--- config.mk ---
export PLATFORM = sky130hd
export DESIGN_NAME = knm_ctrl
export DESIGN_NICKNAME = d
export VERILOG_FILES = /design/src/knm_pkg.sv /design/src/knm_step_unit.sv /design/src/knm_ctrl.sv
export SDC_FILE = /design/constraint.sdc
export NUM_CORES = 1
export LEC_CHECK = 0
export BUFFER_PORTS_ARGS = -buffer_cell sky130_fd_sc_hd__buf_2
export CORE_UTILIZATION = 45
export CTS_BUF_LIST = sky130_fd_sc_hd__clkbuf_4
export DETAILED_ROUTE_END_ITERATION = 10
export PLACE_DENSITY = 0.69
export SYNTH_ARGS = -nofsm -noshare
export SYNTH_HDL_FRONTEND = slang
export SYNTH_SLANG_ARGS = --single-unit
export TNS_END_PERCENT = 30
--- constraint.sdc ---
create_clock -name aclk -period 4.41 [get_ports aclk]
set_input_delay 0.441 -clock aclk [delete_from_list [all_inputs] [get_ports aclk]]
set_output_delay 0.441 -clock aclk [all_outputs]
set_load 0.01 [all_outputs]
--- src/knm_pkg.sv ---
// Package: shared constants, types and knight offset tables for the knight path search.
package knm_pkg;

    localparam int MAX_DIM_DEF = 128;
    localparam int COORD_W     = 7;
    localparam int CFG_W       = 8;
    localparam int COUNT_W     = 14;
    localparam int CELL_W      = COUNT_W + 1;

    // register codes, taken from paddr[2]
    localparam logic REG_NUM_ROWS = 1'b0;
    localparam logic REG_NUM_COLS = 1'b1;

    typedef enum logic [3:0] {
        ST_IDLE,
        ST_CLEAR,
        ST_SEED,
        ST_POP,
        ST_LOAD,
        ST_NB_CALC,
        ST_NB_CHECK,
        ST_LOOK,
        ST_LOOK_WAIT,
        ST_DONE
    } state_t;

    // write strobes from the sequencer to the stores
    typedef struct packed {
        logic mem_we;
        logic q_we;
    } store_ctl_t;

    // row offset of knight move k
    function automatic logic signed [2:0] step_dr(input logic [2:0] k);
        case (k)
            3'd0: step_dr = 3'sd2;
            3'd1: step_dr = 3'sd2;
            3'd2: step_dr = -3'sd2;
            3'd3: step_dr = -3'sd2;
            3'd4: step_dr = 3'sd1;
            3'd5: step_dr = -3'sd1;
            3'd6: step_dr = -3'sd1;
            3'd7: step_dr = 3'sd1;
            default: step_dr = 3'sd0;
        endcase
    endfunction

    // column offset of knight move k
    function automatic logic signed [2:0] step_dc(input logic [2:0] k);
        case (k)
            3'd0: step_dc = 3'sd1;
            3'd1: step_dc = -3'sd1;
            3'd2: step_dc = -3'sd1;
            3'd3: step_dc = 3'sd1;
            3'd4: step_dc = 3'sd2;
            3'd5: step_dc = 3'sd2;
            3'd6: step_dc = -3'sd2;
            3'd7: step_dc = -3'sd2;
            default: step_dc = 3'sd0;
        endcase
    endfunction

endpackage

--- src/knm_step_unit.sv ---
// Shared neighbor unit: applies one knight offset and checks the result against the board.
module knm_step_unit #(
    parameter int MAX_DIM = knm_pkg::MAX_DIM_DEF,
    parameter int DIM_W   = $clog2(MAX_DIM),
    parameter int ROWS_W  = $clog2(MAX_DIM + 1)
) (
    input  logic [DIM_W-1:0]  cur_row,
    input  logic [DIM_W-1:0]  cur_col,
    input  logic [2:0]        k,
    input  logic [ROWS_W-1:0] rows,
    input  logic [ROWS_W-1:0] cols,
    output logic [DIM_W-1:0]  nb_row,
    output logic [DIM_W-1:0]  nb_col,
    output logic              on_board
);
    localparam int NW = DIM_W + 2;

    logic signed [NW-1:0] nr;
    logic signed [NW-1:0] nc;

    // signed add of the offset, then bounds compare
    assign nr = $signed({2'b00, cur_row}) + NW'(knm_pkg::step_dr(k));
    assign nc = $signed({2'b00, cur_col}) + NW'(knm_pkg::step_dc(k));

    assign on_board = !nr[NW-1] && !nc[NW-1]
                   && ($unsigned(nr) < NW'(rows)) && ($unsigned(nc) < NW'(cols));
    assign nb_row = nr[DIM_W-1:0];
    assign nb_col = nc[DIM_W-1:0];

endmodule

--- src/knm_ctrl.sv ---
// Search sequencer: clear sweep, queue walk, neighbor checks and final lookup.
module knm_ctrl #(
    parameter int MAX_DIM = knm_pkg::MAX_DIM_DEF,
    parameter int DIM_W   = $clog2(MAX_DIM),
    parameter int ROWS_W  = $clog2(MAX_DIM + 1),
    parameter int IDX_W   = 2 * DIM_W,
    parameter int Q_W     = knm_pkg::COUNT_W + IDX_W
) (
    input  logic                         aclk,
    input  logic                         aresetn,
    input  logic [ROWS_W-1:0]            rows,
    input  logic [ROWS_W-1:0]            cols,
    input  logic                         s_valid,
    output logic                         s_ready,
    input  logic [knm_pkg::COORD_W-1:0]  start_row,
    input  logic [knm_pkg::COORD_W-1:0]  start_col,
    input  logic [knm_pkg::COORD_W-1:0]  dest_row,
    input  logic [knm_pkg::COORD_W-1:0]  dest_col,
    input  logic                         out_free,
    output logic                         res_load,
    output logic                         res_reachable,
    output logic [knm_pkg::COUNT_W-1:0]  res_count,
    output knm_pkg::store_ctl_t          ctl,
    output logic [IDX_W-1:0]             mem_addr,
    output logic [knm_pkg::CELL_W-1:0]   mem_wdata,
    input  logic [knm_pkg::CELL_W-1:0]   mem_rdata,
    output logic [IDX_W-1:0]             q_waddr,
    output logic [Q_W-1:0]               q_wdata,
    output logic [IDX_W-1:0]             q_raddr,
    input  logic [Q_W-1:0]               q_rdata
);
    localparam int DEPTH = 1 << IDX_W;
    localparam int QC_W  = IDX_W + 1;
    localparam int CMP_W = (ROWS_W > knm_pkg::CFG_W) ? ROWS_W : knm_pkg::CFG_W;
    localparam int CW    = knm_pkg::COUNT_W;

    knm_pkg::state_t state_reg, state_next;
    logic [DIM_W-1:0] start_row_reg, start_row_next, start_col_reg, start_col_next;
    logic [DIM_W-1:0] dest_row_reg, dest_row_next, dest_col_reg, dest_col_next;
    logic [DIM_W-1:0] cur_row_reg, cur_row_next, cur_col_reg, cur_col_next;
    logic [CW-1:0]    cur_dist_reg, cur_dist_next;
    logic [2:0]       k_reg, k_next;
    logic [QC_W-1:0]  head_reg, head_next, tail_reg, tail_next;
    logic [IDX_W-1:0] clr_reg, clr_next;
    logic             reach_reg, reach_next;
    logic [CW-1:0]    count_reg, count_next;

    logic [CMP_W-1:0] sr_ext, sc_ext, dr_ext, dc_ext;
    logic             same_sq, off_board;
    logic [DIM_W-1:0] nb_row, nb_col;
    logic             on_board;
    logic [CW-1:0]    dist_inc;

    assign sr_ext   = CMP_W'(start_row);
    assign sc_ext   = CMP_W'(start_col);
    assign dr_ext   = CMP_W'(dest_row);
    assign dc_ext   = CMP_W'(dest_col);
    assign same_sq  = (start_row == dest_row) && (start_col == dest_col);
    assign off_board = (sr_ext >= CMP_W'(rows)) || (sc_ext >= CMP_W'(cols))
                    || (dr_ext >= CMP_W'(rows)) || (dc_ext >= CMP_W'(cols));
    assign dist_inc = cur_dist_reg + CW'(1);

    knm_step_unit #(
        .MAX_DIM (MAX_DIM),
        .DIM_W   (DIM_W),
        .ROWS_W  (ROWS_W)
    ) u_step (
        .cur_row  (cur_row_reg),
        .cur_col  (cur_col_reg),
        .k        (k_reg),
        .rows     (rows),
        .cols     (cols),
        .nb_row   (nb_row),
        .nb_col   (nb_col),
        .on_board (on_board)
    );

    // state and counter registers
    always_ff @(posedge aclk) begin
        if (!aresetn) begin
            state_reg <= knm_pkg::ST_IDLE;
            head_reg  <= '0;
            tail_reg  <= '0;
        end else begin
            state_reg <= state_next;
            head_reg  <= head_next;
            tail_reg  <= tail_next;
        end
    end

    // working payload registers
    always_ff @(posedge aclk) begin
        start_row_reg <= start_row_next;
        start_col_reg <= start_col_next;
        dest_row_reg  <= dest_row_next;
        dest_col_reg  <= dest_col_next;
        cur_row_reg   <= cur_row_next;
        cur_col_reg   <= cur_col_next;
        cur_dist_reg  <= cur_dist_next;
        k_reg         <= k_next;
        clr_reg       <= clr_next;
        reach_reg     <= reach_next;
        count_reg     <= count_next;
    end

    // next state and register updates
    always_comb begin
        state_next     = state_reg;
        start_row_next = start_row_reg;
        start_col_next = start_col_reg;
        dest_row_next  = dest_row_reg;
        dest_col_next  = dest_col_reg;
        cur_row_next   = cur_row_reg;
        cur_col_next   = cur_col_reg;
        cur_dist_next  = cur_dist_reg;
        k_next         = k_reg;
        head_next      = head_reg;
        tail_next      = tail_reg;
        clr_next       = clr_reg;
        reach_next     = reach_reg;
        count_next     = count_reg;
        case (state_reg)
            knm_pkg::ST_IDLE: begin
                if (s_valid) begin
                    start_row_next = sr_ext[DIM_W-1:0];
                    start_col_next = sc_ext[DIM_W-1:0];
                    dest_row_next  = dr_ext[DIM_W-1:0];
                    dest_col_next  = dc_ext[DIM_W-1:0];
                    count_next     = '0;
                    clr_next       = '0;
                    if (same_sq) begin
                        reach_next = 1'b1;
                        state_next = knm_pkg::ST_DONE;
                    end else if (off_board) begin
                        reach_next = 1'b0;
                        state_next = knm_pkg::ST_DONE;
                    end else begin
                        state_next = knm_pkg::ST_CLEAR;
                    end
                end
            end
            knm_pkg::ST_CLEAR: begin
                clr_next = clr_reg + IDX_W'(1);
                if (&clr_reg) begin
                    state_next = knm_pkg::ST_SEED;
                end
            end
            knm_pkg::ST_SEED: begin
                head_next  = '0;
                tail_next  = QC_W'(1);
                state_next = knm_pkg::ST_POP;
            end
            knm_pkg::ST_POP: begin
                if (head_reg == tail_reg) begin
                    state_next = knm_pkg::ST_LOOK;
                end else begin
                    head_next  = head_reg + QC_W'(1);
                    state_next = knm_pkg::ST_LOAD;
                end
            end
            knm_pkg::ST_LOAD: begin
                cur_dist_next = q_rdata[Q_W-1:IDX_W];
                cur_row_next  = q_rdata[IDX_W-1:DIM_W];
                cur_col_next  = q_rdata[DIM_W-1:0];
                k_next        = '0;
                state_next    = knm_pkg::ST_NB_CALC;
            end
            knm_pkg::ST_NB_CALC: begin
                if (on_board) begin
                    state_next = knm_pkg::ST_NB_CHECK;
                end else if (k_reg == 3'd7) begin
                    state_next = knm_pkg::ST_POP;
                end else begin
                    k_next = k_reg + 3'd1;
                end
            end
            knm_pkg::ST_NB_CHECK: begin
                if (!mem_rdata[CW]) begin
                    tail_next = tail_reg + QC_W'(1);
                end
                if (k_reg == 3'd7) begin
                    state_next = knm_pkg::ST_POP;
                end else begin
                    k_next     = k_reg + 3'd1;
                    state_next = knm_pkg::ST_NB_CALC;
                end
            end
            knm_pkg::ST_LOOK: begin
                state_next = knm_pkg::ST_LOOK_WAIT;
            end
            knm_pkg::ST_LOOK_WAIT: begin
                reach_next = mem_rdata[CW];
                count_next = mem_rdata[CW] ? mem_rdata[CW-1:0] : '0;
                state_next = knm_pkg::ST_DONE;
            end
            knm_pkg::ST_DONE: begin
                if (out_free) begin
                    state_next = knm_pkg::ST_IDLE;
                end
            end
            default: begin
                state_next = knm_pkg::ST_IDLE;
            end
        endcase
    end

    // outputs: handshake, store strobes and addresses
    always_comb begin
        s_ready    = 1'b0;
        res_load   = 1'b0;
        ctl.mem_we = 1'b0;
        ctl.q_we   = 1'b0;
        mem_addr   = {nb_row, nb_col};
        mem_wdata  = {1'b1, dist_inc};
        q_waddr    = tail_reg[IDX_W-1:0];
        q_wdata    = {dist_inc, nb_row, nb_col};
        q_raddr    = head_reg[IDX_W-1:0];
        case (state_reg)
            knm_pkg::ST_IDLE: begin
                s_ready = 1'b1;
            end
            knm_pkg::ST_CLEAR: begin
                ctl.mem_we = 1'b1;
                mem_addr   = clr_reg;
                mem_wdata  = '0;
            end
            knm_pkg::ST_SEED: begin
                ctl.mem_we = 1'b1;
                ctl.q_we   = 1'b1;
                mem_addr   = {start_row_reg, start_col_reg};
                mem_wdata  = {1'b1, {CW{1'b0}}};
                q_waddr    = '0;
                q_wdata    = {{CW{1'b0}}, start_row_reg, start_col_reg};
            end
            knm_pkg::ST_NB_CHECK: begin
                ctl.mem_we = !mem_rdata[CW];
                ctl.q_we   = !mem_rdata[CW];
            end
            knm_pkg::ST_LOOK: begin
                mem_addr = {dest_row_reg, dest_col_reg};
            end
            knm_pkg::ST_DONE: begin
                res_load = out_free;
            end
            default: begin
                s_ready = 1'b0;
            end
        endcase
    end

    assign res_reachable = reach_reg;
    assign res_count     = count_reg;

`ifndef NO_ASSERTIONS
    // the queue never pops past what was pushed
    a_head_le_tail: assert property (@(posedge aclk) disable iff (!aresetn)
        head_reg <= tail_reg)
        else $error("queue head passed tail");

    // the queue holds at most one entry per square
    a_tail_bound: assert property (@(posedge aclk) disable iff (!aresetn)
        tail_reg <= QC_W'(DEPTH))
        else $error("queue overflow");

    // a square is marked only once per query
    a_mark_once: assert property (@(posedge aclk) disable iff (!aresetn)
        (state_reg == knm_pkg::ST_NB_CHECK && ctl.mem_we) |-> !mem_rdata[CW])
        else $error("visited square written again");

    // an accepted item always leaves the idle state
    a_leave_idle: assert property (@(posedge aclk) disable iff (!aresetn)
        (s_valid && s_ready) |=> state_reg != knm_pkg::ST_IDLE)
        else $error("accepted item not started");
`endif

endmodule

### Word-level counts from Yosys, hierarchy flattened

Memories as Yosys holds them, arrays and structs flattened. A register that Yosys moved wholly into a read port is not among the register bits.
Index checks and enable logic that the tools add are counted.

| word-level totals | value |
|---|---|
| bits in registers | 122 |
| bits in read-only memories | 48 |
| input bits | 91 |
| output and inout port bits | 104 |
| word-level logic and storage cells | 111 |
| memories | 2 |

Memories:

| memory | words | width | read ports | clocked after memory_dff | wr ports | line | source |
|---|---|---|---|---|---|---|---|
| (no name shown) | 8 | 3 | 1 | 1 | 0 | knm_pkg.sv:50 | `case (k)` |
| (no name shown) | 8 | 3 | 1 | 1 | 0 | knm_pkg.sv:35 | `case (k)` |

| operators by class | value |
|---|---|
| add/sub/neg operators | 7 |
| magnitude comparators | 6 |
| eq/ne operators | 21 |
| muxes and demuxes | 35 |
| reductions and logical operators | 26 |

Operators by type and width:

| operator | number |
|---|---|
| 15-bit case mux with 2 select lines | 3 |
| 14-bit case mux with 2 select lines | 2 |
| 14-bit 2-to-1 mux | 3 |
| 14-bit case mux with 3 select lines | 1 |
| 4-bit case mux with 10 select lines | 1 |
| 7-bit by 8-bit greater-or-equal comparator with 1-bit output | 4 |
| 15-bit by 1-bit adder with 15-bit output (second input constant) | 2 |
| 15-bit 2-to-1 mux | 2 |
| 14-bit by 1-bit adder with 14-bit output (second input constant) | 2 |
| 28-bit 2-to-1 mux | 1 |
| 4-bit 2-to-1 mux | 7 |
| 8-bit by 3-bit adder with 9-bit output | 2 |
| 9-bit by 8-bit less-than comparator with 1-bit output | 2 |
| 4-bit by 3-bit equality test with 1-bit output (second input constant) | 4 |
| 15-bit equality test | 1 |
| 3-bit 2-to-1 mux | 5 |
| 7-bit equality test | 2 |
| 14-bit AND reduction | 1 |
| 2-bit inequality test (second input constant) | 6 |
| 2-bit AND reduction | 6 |
| 3-bit case mux with 3 select lines | 1 |
| 4-bit by 2-bit equality test with 1-bit output (second input constant) | 2 |
| 4-bit equality test (second input constant) | 2 |
| 2-bit nonzero test | 4 |
| 15 further kinds | 29 |

### Logic depth before layout (Yosys ltp)

Gate-level depths: netlist of run 1.

| depth | value |
|---|---|
| word-level depth | 8 |
| depth in mapped cells | 15 |
| mapped depth without buffers | 15 |

### Hierarchy

Synthesis of run 1 repeated with hierarchy kept, for this count alone.

| unflattened totals | value |
|---|---|
| cells, all modules | 851 |
| area total of the unflattened synthesis | 8015.2 um^2 |

By module, submodules not included:

| module | instances | cells an instance | area an instance (um^2) | sequential area each (um^2) |
|---|---|---|---|---|
| knm_ctrl | 1 | 711 | 6962.9 | 3323.2 |
| knm_step_unit | 1 | 140 | 1052.3 | 0.0 |

### Least setup slack after synthesis of run 1

No wires, ideal clock.

| path | value |
|---|---|
| kind | register to register |
| start | register cur_row_reg[0] |
| end | register (tool-made name) |
| library setup time | 0.121 ns |
| data arrival time | 3.307 ns |
| data required time | 4.289 ns |
| slack | 0.982 ns |
| stages on the path, launching flop included | 15 |
| buffers on the path | 0 |
| clock period less this slack | 3.428 ns |
| path through | edfxtp_1 -> ha_1 -> fa_1 -> a211oi_1 -> nor2_1 -> o21a_1 -> nor2_1 -> xnor2_1 -> inv_1 -> ha_1 -> a211oi_1 -> a31oi_1 -> nor4_2 -> a21oi_2 -> mux2_2 |

RTL lines:

| item | line | source |
|---|---|---|
| start: declaration | knm_ctrl.sv:40 | `logic [DIM_W-1:0] cur_row_reg, cur_row_next, cur_col_reg, cur_col_next;` |
| start signal: assignment | knm_ctrl.sv:97 | `cur_row_reg <= cur_row_next;` |

==> impl_results.md, run 1 <==
- DR WL met2: a little over 9 mm
- Die X: about 140 um
- Reg2reg start: cur_row_reg[0]$_DFFE_PN_
- Met1 wire length: between 9 and 10 mm
- Most frequent cells in the layout: buf_2 (194), edfxtp_1 (88), nor2_1 (84), nand2_1 (67), ha_1 (63)
- Hold Vio Cnt, Final: 0
- Die Height: approximately 140 um
- Vias in the first global route: approximately 6000
- Startpoint Class: flop
- Synth async-reset ratio: 0%
- Register area share after synthesis: 43.2%
- Worst Setup SP: cur_row_reg[0]$_DFFE_PN_
- # rows: 48
- Slew @ Worst Pin: 1140 ps
- GR Util All Layers: between 20% and 30%
- Post-DP Area: about 9100 um2
- Max Used Layer: met4
- CP arrival: between 4000 and 5000 ps
- Number of remaining DRC errors: 0
- Synthesis warning total: 0
- Mean Syn Cell Area: 9.76 um2
- Post-synth EDFFs: roughly 90
- Logic pwr share: roughly 31%
- Final min period: between 4000 and 5000 ps
- # clock sinks: ~130
- Wire per inst: around 16 um
- Sw Share: about a third
- Lkg Pwr: roughly 4.1 nW
- CTS tree: built
- Largest net degree at the start of global routing: 53
- Final core utilization: 54.3%
- VDD IR max: between 0.00015 and 0.0002 V
- Setup TNS: 0 ps
- Status: finished clean
- Switch Pwr: 1.27 mW
- Clk network pwr share: 23.9%
- Synth Instances: between 800 and 900
- Clock buffer depth: 2
- Max Fclk: between 200 and 250 MHz
- Clock transition at path regs: roughly 120 ps
- Design Area, Final: around 9400 um2
- Cell area after synthesis: ~8000 um2
- Tot Pwr: between 3 and 4 mW
- Worst min-delay path category: input pin to flop
- Ys flop type: edfxtp_1
- DRT Pass-1 Iters: 7
- Root Buffer: clkbuf_4
- Syn_nets: 972
- Die ar.: between 15000 and 20000 um2
- Kind of critical path: flop to flop
- Starting density of the core: 46.1%
- Placed wire-length estimate: roughly 15 mm
- Starting DRC count in detailed routing: around 550
- DR WL met3: around 1.0 mm
- RSZ-0062 raised after global routing: no
- Power density cells: 382 nW/um2
- Crit. End Element: flop
- Remaining Overflow, GRT: 0
- Final setup vio count: 0
- H-tree depth: 4
- Post-synthesis cell type count: 57
- Routed Antenna Nets: 0
- Global-route wire length before repair: 30.2 mm
- Post-synthesis register bit count: approximately 130
- Required time of the critical path: just under 5000 ps
- # nets final: 1152
- CTS resizes: 0
- Max-Cap Viols: 0
- Internal: approximately 2.3 mW
- Via density per instance: ~5.3
- Clock buffer count from CTS: 17
- Reg2reg setup slack: 380 ps
- HP Start: q_rdata[5]
- Total wire length: roughly 20 mm
- Core area: between 15000 and 20000 um2
- Rel. slew slack: a little under a quarter
- Reg power frac: approximately 45%
- Initial antenna violation count: 2
- Vias: between 6000 and 7000
- Worst clock skew: 20.3 ps
- Area Growth Syn to Fin: 17.9%
- CP max FO: 9
- Fin. max-slew vios: 0
- Routability Congestion: roughly 0.90
- Worst skew pair latency: 550 ps
- IO buf count: about 190
- Period utilization: 91.3%
- Most common library cell in the layout ignoring fill and taps: buf_2
- # IOs: around 200
- Layout cells sized above 1: approximately 25%
[layer usage]
metal	track usage, %	vias to the layer above
li1	-	3298
met3	4.28	38
met1	28.6	3062
met5	0	-
met4	9.24	0
met2	35.3	210
[cell type report]
cell class	count	area, um2
Tap cell	225	282
Antenna cell	2	5.00
Clock buffer	20	150
Multi-Input combinational cell	605	4170
Sequential cell	128	3440
Clock inverter	12	143
Timing Repair Buffer	203	1050
Inverter	41	154
Fill cell	1594	7910
[per-stage QoR]
| stage | hold slack [ps] | worst slack (ps) | instances |
|---|---|---|---|
| floorplan | 480 | 982 | 816 |
| global placement | 497 | 518 | 1199 |
| detailed placement | 510 | 429 | 1199 |
| CTS | 8.36 | 370 | 1231 |
| global route | -0.800 | 112 | 1236 |
| finish | 50.8 | 384 | 1236 |
[kinds of logic (layout without fill, tap and decap cells)]
logic type               after synthesis  after routing  synth area share [%]
AO/OA/AOI/OAI                        137            137                  11.9
XOR/XNOR                              91             91                  10.1
multiplexers                           8              8                  1.05
AND/OR/NAND/NOR                      304            304                  18.7
buffers and inverters                 83            276                  4.62
flip-flops                           128            128                  43.2
adder cells (fa/ha/maj)               65             65                  10.4
other                                  0              2                     0
[cells in the mapped netlist (all sizes together) (2+ instances only)]
| cell | number | share of area [%] |
|---|---|---|
| or4 | 3 | 0.28 |
| nand3 | 22 | 1.4 |
| clkbuf | 24 | 1.1 |
| nand4 | 14 | 1.1 |
| a21oi | 31 | 2.0 |
| mux2i | 5 | 0.63 |
| nand2b | 11 | 0.86 |
| ha | 63 | 9.9 |
| and2 | 21 | 1.6 |
| o221ai | 4 | 0.44 |
| and3 | 25 | 2.0 |
| edfxtp | 88 | 33 |
| nand2 | 67 | 3.2 |
| a211oi | 10 | 1.0 |
| nor4 | 9 | 0.79 |
| and4 | 2 | 0.22 |
| xnor2 | 39 | 4.3 |
| a41oi | 2 | 0.22 |
| nor3 | 25 | 1.6 |
| a21o | 10 | 0.94 |
| o211ai | 3 | 0.28 |
| a222oi | 14 | 1.8 |
| o21a | 4 | 0.38 |
| buf | 18 | 1.6 |
| dfxtp | 40 | 10 |
| fa | 2 | 0.50 |
| nor2b | 11 | 0.86 |
| a41o | 3 | 0.38 |
| or2 | 2 | 0.16 |
| a31oi | 5 | 0.39 |
| or3 | 5 | 0.39 |
| nor2 | 84 | 4.0 |
| nor3b | 2 | 0.19 |
| o211a | 2 | 0.25 |
| o21bai | 3 | 0.28 |
| xor2 | 52 | 5.8 |
| mux2 | 3 | 0.42 |
| inv | 41 | 1.9 |
| o21ai | 35 | 2.2 |
[critical path, cell delays in order, from the launching register on]
cell and delay (ps):
edfxtp_1 390, ha_1 240, fa_1 420, a211oi_1 310, nor2_1 120, o21a_1 180
nor2_1 110, xnor2_1 230, inv_1 80, ha_1 310, a211oi_1 290, a31oi_1 140
nor4_2 480, a21oi_2 260, mux2_2 370
[power by group through the flow]
| stage | clock network (mW) | logic [mW] | registers (mW) |
|---|---|---|---|
| floorplan | 0 | 0.698 | 1.60 |
| global placement | 0 | 1.11 | 1.63 |
| detailed placement | 0 | 1.13 | 1.63 |
| CTS | 0.876 | 1.13 | 1.61 |
| global route | 0.926 | 1.24 | 1.63 |
| finish | 0.859 | 1.12 | 1.61 |
[timing repair]
action / 4_1_cts / 5_1_grt
hold buffers: 0 / 3
endpoints found under the hold margin: 0 / 3
setup buffers: 0 / 0
[final timing paths]
check	end	cells after the start
worst min-delay path	cur_col_reg[5]$_DFFE_PN_	1
worst max register to register	flop	14
worst max-delay path	flop	14
worst min register to register	head_reg[14]$_SDFFE_PN0P_	2
Note: power is estimated with default switching activity, not from simulation.
==> run 2, diff against run 1 <==
--- a/config.mk
+++ b/config.mk
@@ -6,6 +6,7 @@
 export NUM_CORES = 1
 export LEC_CHECK = 0
 export BUFFER_PORTS_ARGS = -buffer_cell sky130_fd_sc_hd__buf_2
+export CORE_ASPECT_RATIO = 1.5
 export CORE_UTILIZATION = 45
 export CTS_BUF_LIST = sky130_fd_sc_hd__clkbuf_4
 export DETAILED_ROUTE_END_ITERATION = 10
==> impl_results.md, run 2 (same netlist as run 1, synthesis figures left out) <==
- Setup TNS: 0 ps
- # nets final: 1160
- Core area: ~17000 um2
- Final worst setup slack: about 450 ps
- Power density cells: between 300 and 400 nW/um2
- Clock transition at path regs: ~130 ps
- H-tree depth: 4
- Slew @ Worst Pin: approximately 1200 ps
- Internal: ~2.4 mW
- Status: finished clean
- RSZ-0062 raised after global routing: no
- Lkg Pwr: roughly 4.2 nW
- Number of remaining DRC errors: 0
- Starting density of the core: around 46%
- Switch Pwr: 1.35 mW
- Routability Congestion: 0.972
- VDD IR max: about 0.00023 V
- Most frequent cells in the layout: buf_2 (194), edfxtp_1 (88), nor2_1 (84), nand2_1 (67), ha_1 (63)
- GR Util All Layers: 23.9%
- Most common library cell in the layout ignoring fill and taps: buf_2
- # fillers: 1601
- Initial antenna violation count: 1
- Required time of the critical path: about 4900 ps
- DRT Pass-1 Iters: 5
- Remaining Overflow, GRT: 0
- Die Height: around 160 um
- CTS tree: built
- Largest net degree at the start of global routing: 53
- Clock buffer count from CTS: 17
- IO buf count: about 190
- CTS resizes: 0
- Setup WS pre-CTS: 538 ps
- Startpoint Class: flop
- Routed Antenna Nets: 0
- Total wire length: 21.8 mm
- Max-Cap Viols: 0
- Clk network pwr share: a little over a quarter
- Kind of critical path: flop to flop
- Final setup vio count: 0
- Vias: ~6800
- Wire per inst: between 15 and 20 um
- Logic pwr share: 31.2%
- Die ar.: roughly 18000 um2
- Rel. slew slack: roughly 20%
- Layout cells sized above 1: 24.6%
- Starting DRC count in detailed routing: 480
- Worst clock skew: between 15 and 20 ps
- CP max FO: 9
- Global-route wire length before repair: roughly 34 mm
- # IOs: roughly 200
- Vias in the first global route: ~6500
- Period utilization: between 80 and 90%
- Final min period: 3960 ps
- # rows: a little under 60
- Die X: roughly 110 um
- Via density per instance: 5.54
- Worst min-delay path category: input pin to flop
- Crit. End Element: flop
- Clock buffer depth: 2
- Fin. max-slew vios: 0
- Worst skew pair latency: ~560 ps
- Sw Share: a little over a third
- Hold Vio Cnt, Final: 0
- Max Fclk: ~250 MHz
- Area Growth Syn to Fin: 19.2%
- Reg power frac: a little over two fifths
- CP arrival: 4420 ps
- Root Buffer: clkbuf_4
- Placed wire-length estimate: between 15 and 20 mm
- # clock sinks: 128
run 2: cell count changes in the layout (fill, tap and decap cells not counted):
cell           previous run  this run
bufinv_16                 3         5
buf_4                     6         9
inv_2                     2         1
clkinv_1                  0         2
diode_2                   2         1
dlygate4sd3_1             3         8
clkinvlp_4                0         3
clkbuf_4                 20        17
clkinv_2                  5         2
inv_4                     1         0
inv_6                     0         1
run 2: path summary, 6_finish.rpt:
check                                          startpoint                        end  slack, ps  depth (start not counted)
worst max register to register   cur_col_reg[0]$_DFFE_PN_                       flop        450                         15
worst min-delay path                           q_rdata[5]   cur_col_reg[5]$_DFFE_PN_         40                          1
worst min register to register  head_reg[14]$_SDFFE_PN0P_  head_reg[14]$_SDFFE_PN0P_        520                          2
worst max-delay path             cur_col_reg[0]$_DFFE_PN_                       flop        450                         15
run 2: cell type report:
cell class	count	area [um2]	share of cell area (%)
inverter	41	154	1.62
antenna	1	2.50	0.0263
sequential	128	3440	36.3
multi-input combinational	605	4170	43.9
timing repair buffer	211	1120	11.8
clock buffer	17	128	1.34
clock inverter	15	216	2.28
tap	213	267	2.81
run 2: worst max-delay path, cell delays in order (launching register included):
cell and delay, ps:
edfxtp_1 400, ha_1 230, fa_1 430, a211o_1 350
a21oi_1 140, o21bai_1 90, xnor2_1 240, inv_1 80
ha_1 290, a211oi_1 250, nand2_1 80, a31oi_1 140
o21ai_0 160, nor4_2 380, a21oi_2 260, mux2_2 320
run 2: metrics by stage:
stage          cells  instance area, um2  hold slack (ps)  util, %  total power, mW
6_report        1231                9500             40.2     54.7             3.77
4_1_cts         1226                9460            0.398     54.5             3.79
3_3_place_gp    1190                9070              496     52.3             2.79
5_1_grt         1231                9500             1.55     54.7             3.97
2_1_floorplan    816                7970              480        -             2.30
3_5_place_dp    1190                9070              507     52.3             2.81
run 2: routing by layer:
layer  track usage (%)  vias to the layer above  part of all wire, %
met5                 0                        -                    0
met4              13.0                        0                  4.2
met1              26.6                     3226                   39
li1                  -                     3301                    -
met3              5.14                       60                  5.0
met2              42.6                      233                   52
run 2: power by group through the flow:
stage / combinational [mW] / clock, mW / sequential [mW]
4_1_cts: 1.18 / 0.999 / 1.61
5_1_grt: 1.29 / 1.05 / 1.63
2_1_floorplan: 0.698 / 0 / 1.60
3_5_place_dp: 1.17 / 0 / 1.64
6_report: 1.18 / 0.983 / 1.61
3_3_place_gp: 1.15 / 0 / 1.64
run 2: repair_timing:
action | in CTS | in global routing
hold buffers | 4 | 4
buffers inserted | 0 | 0
endpoints found under the hold margin | 4 | 4
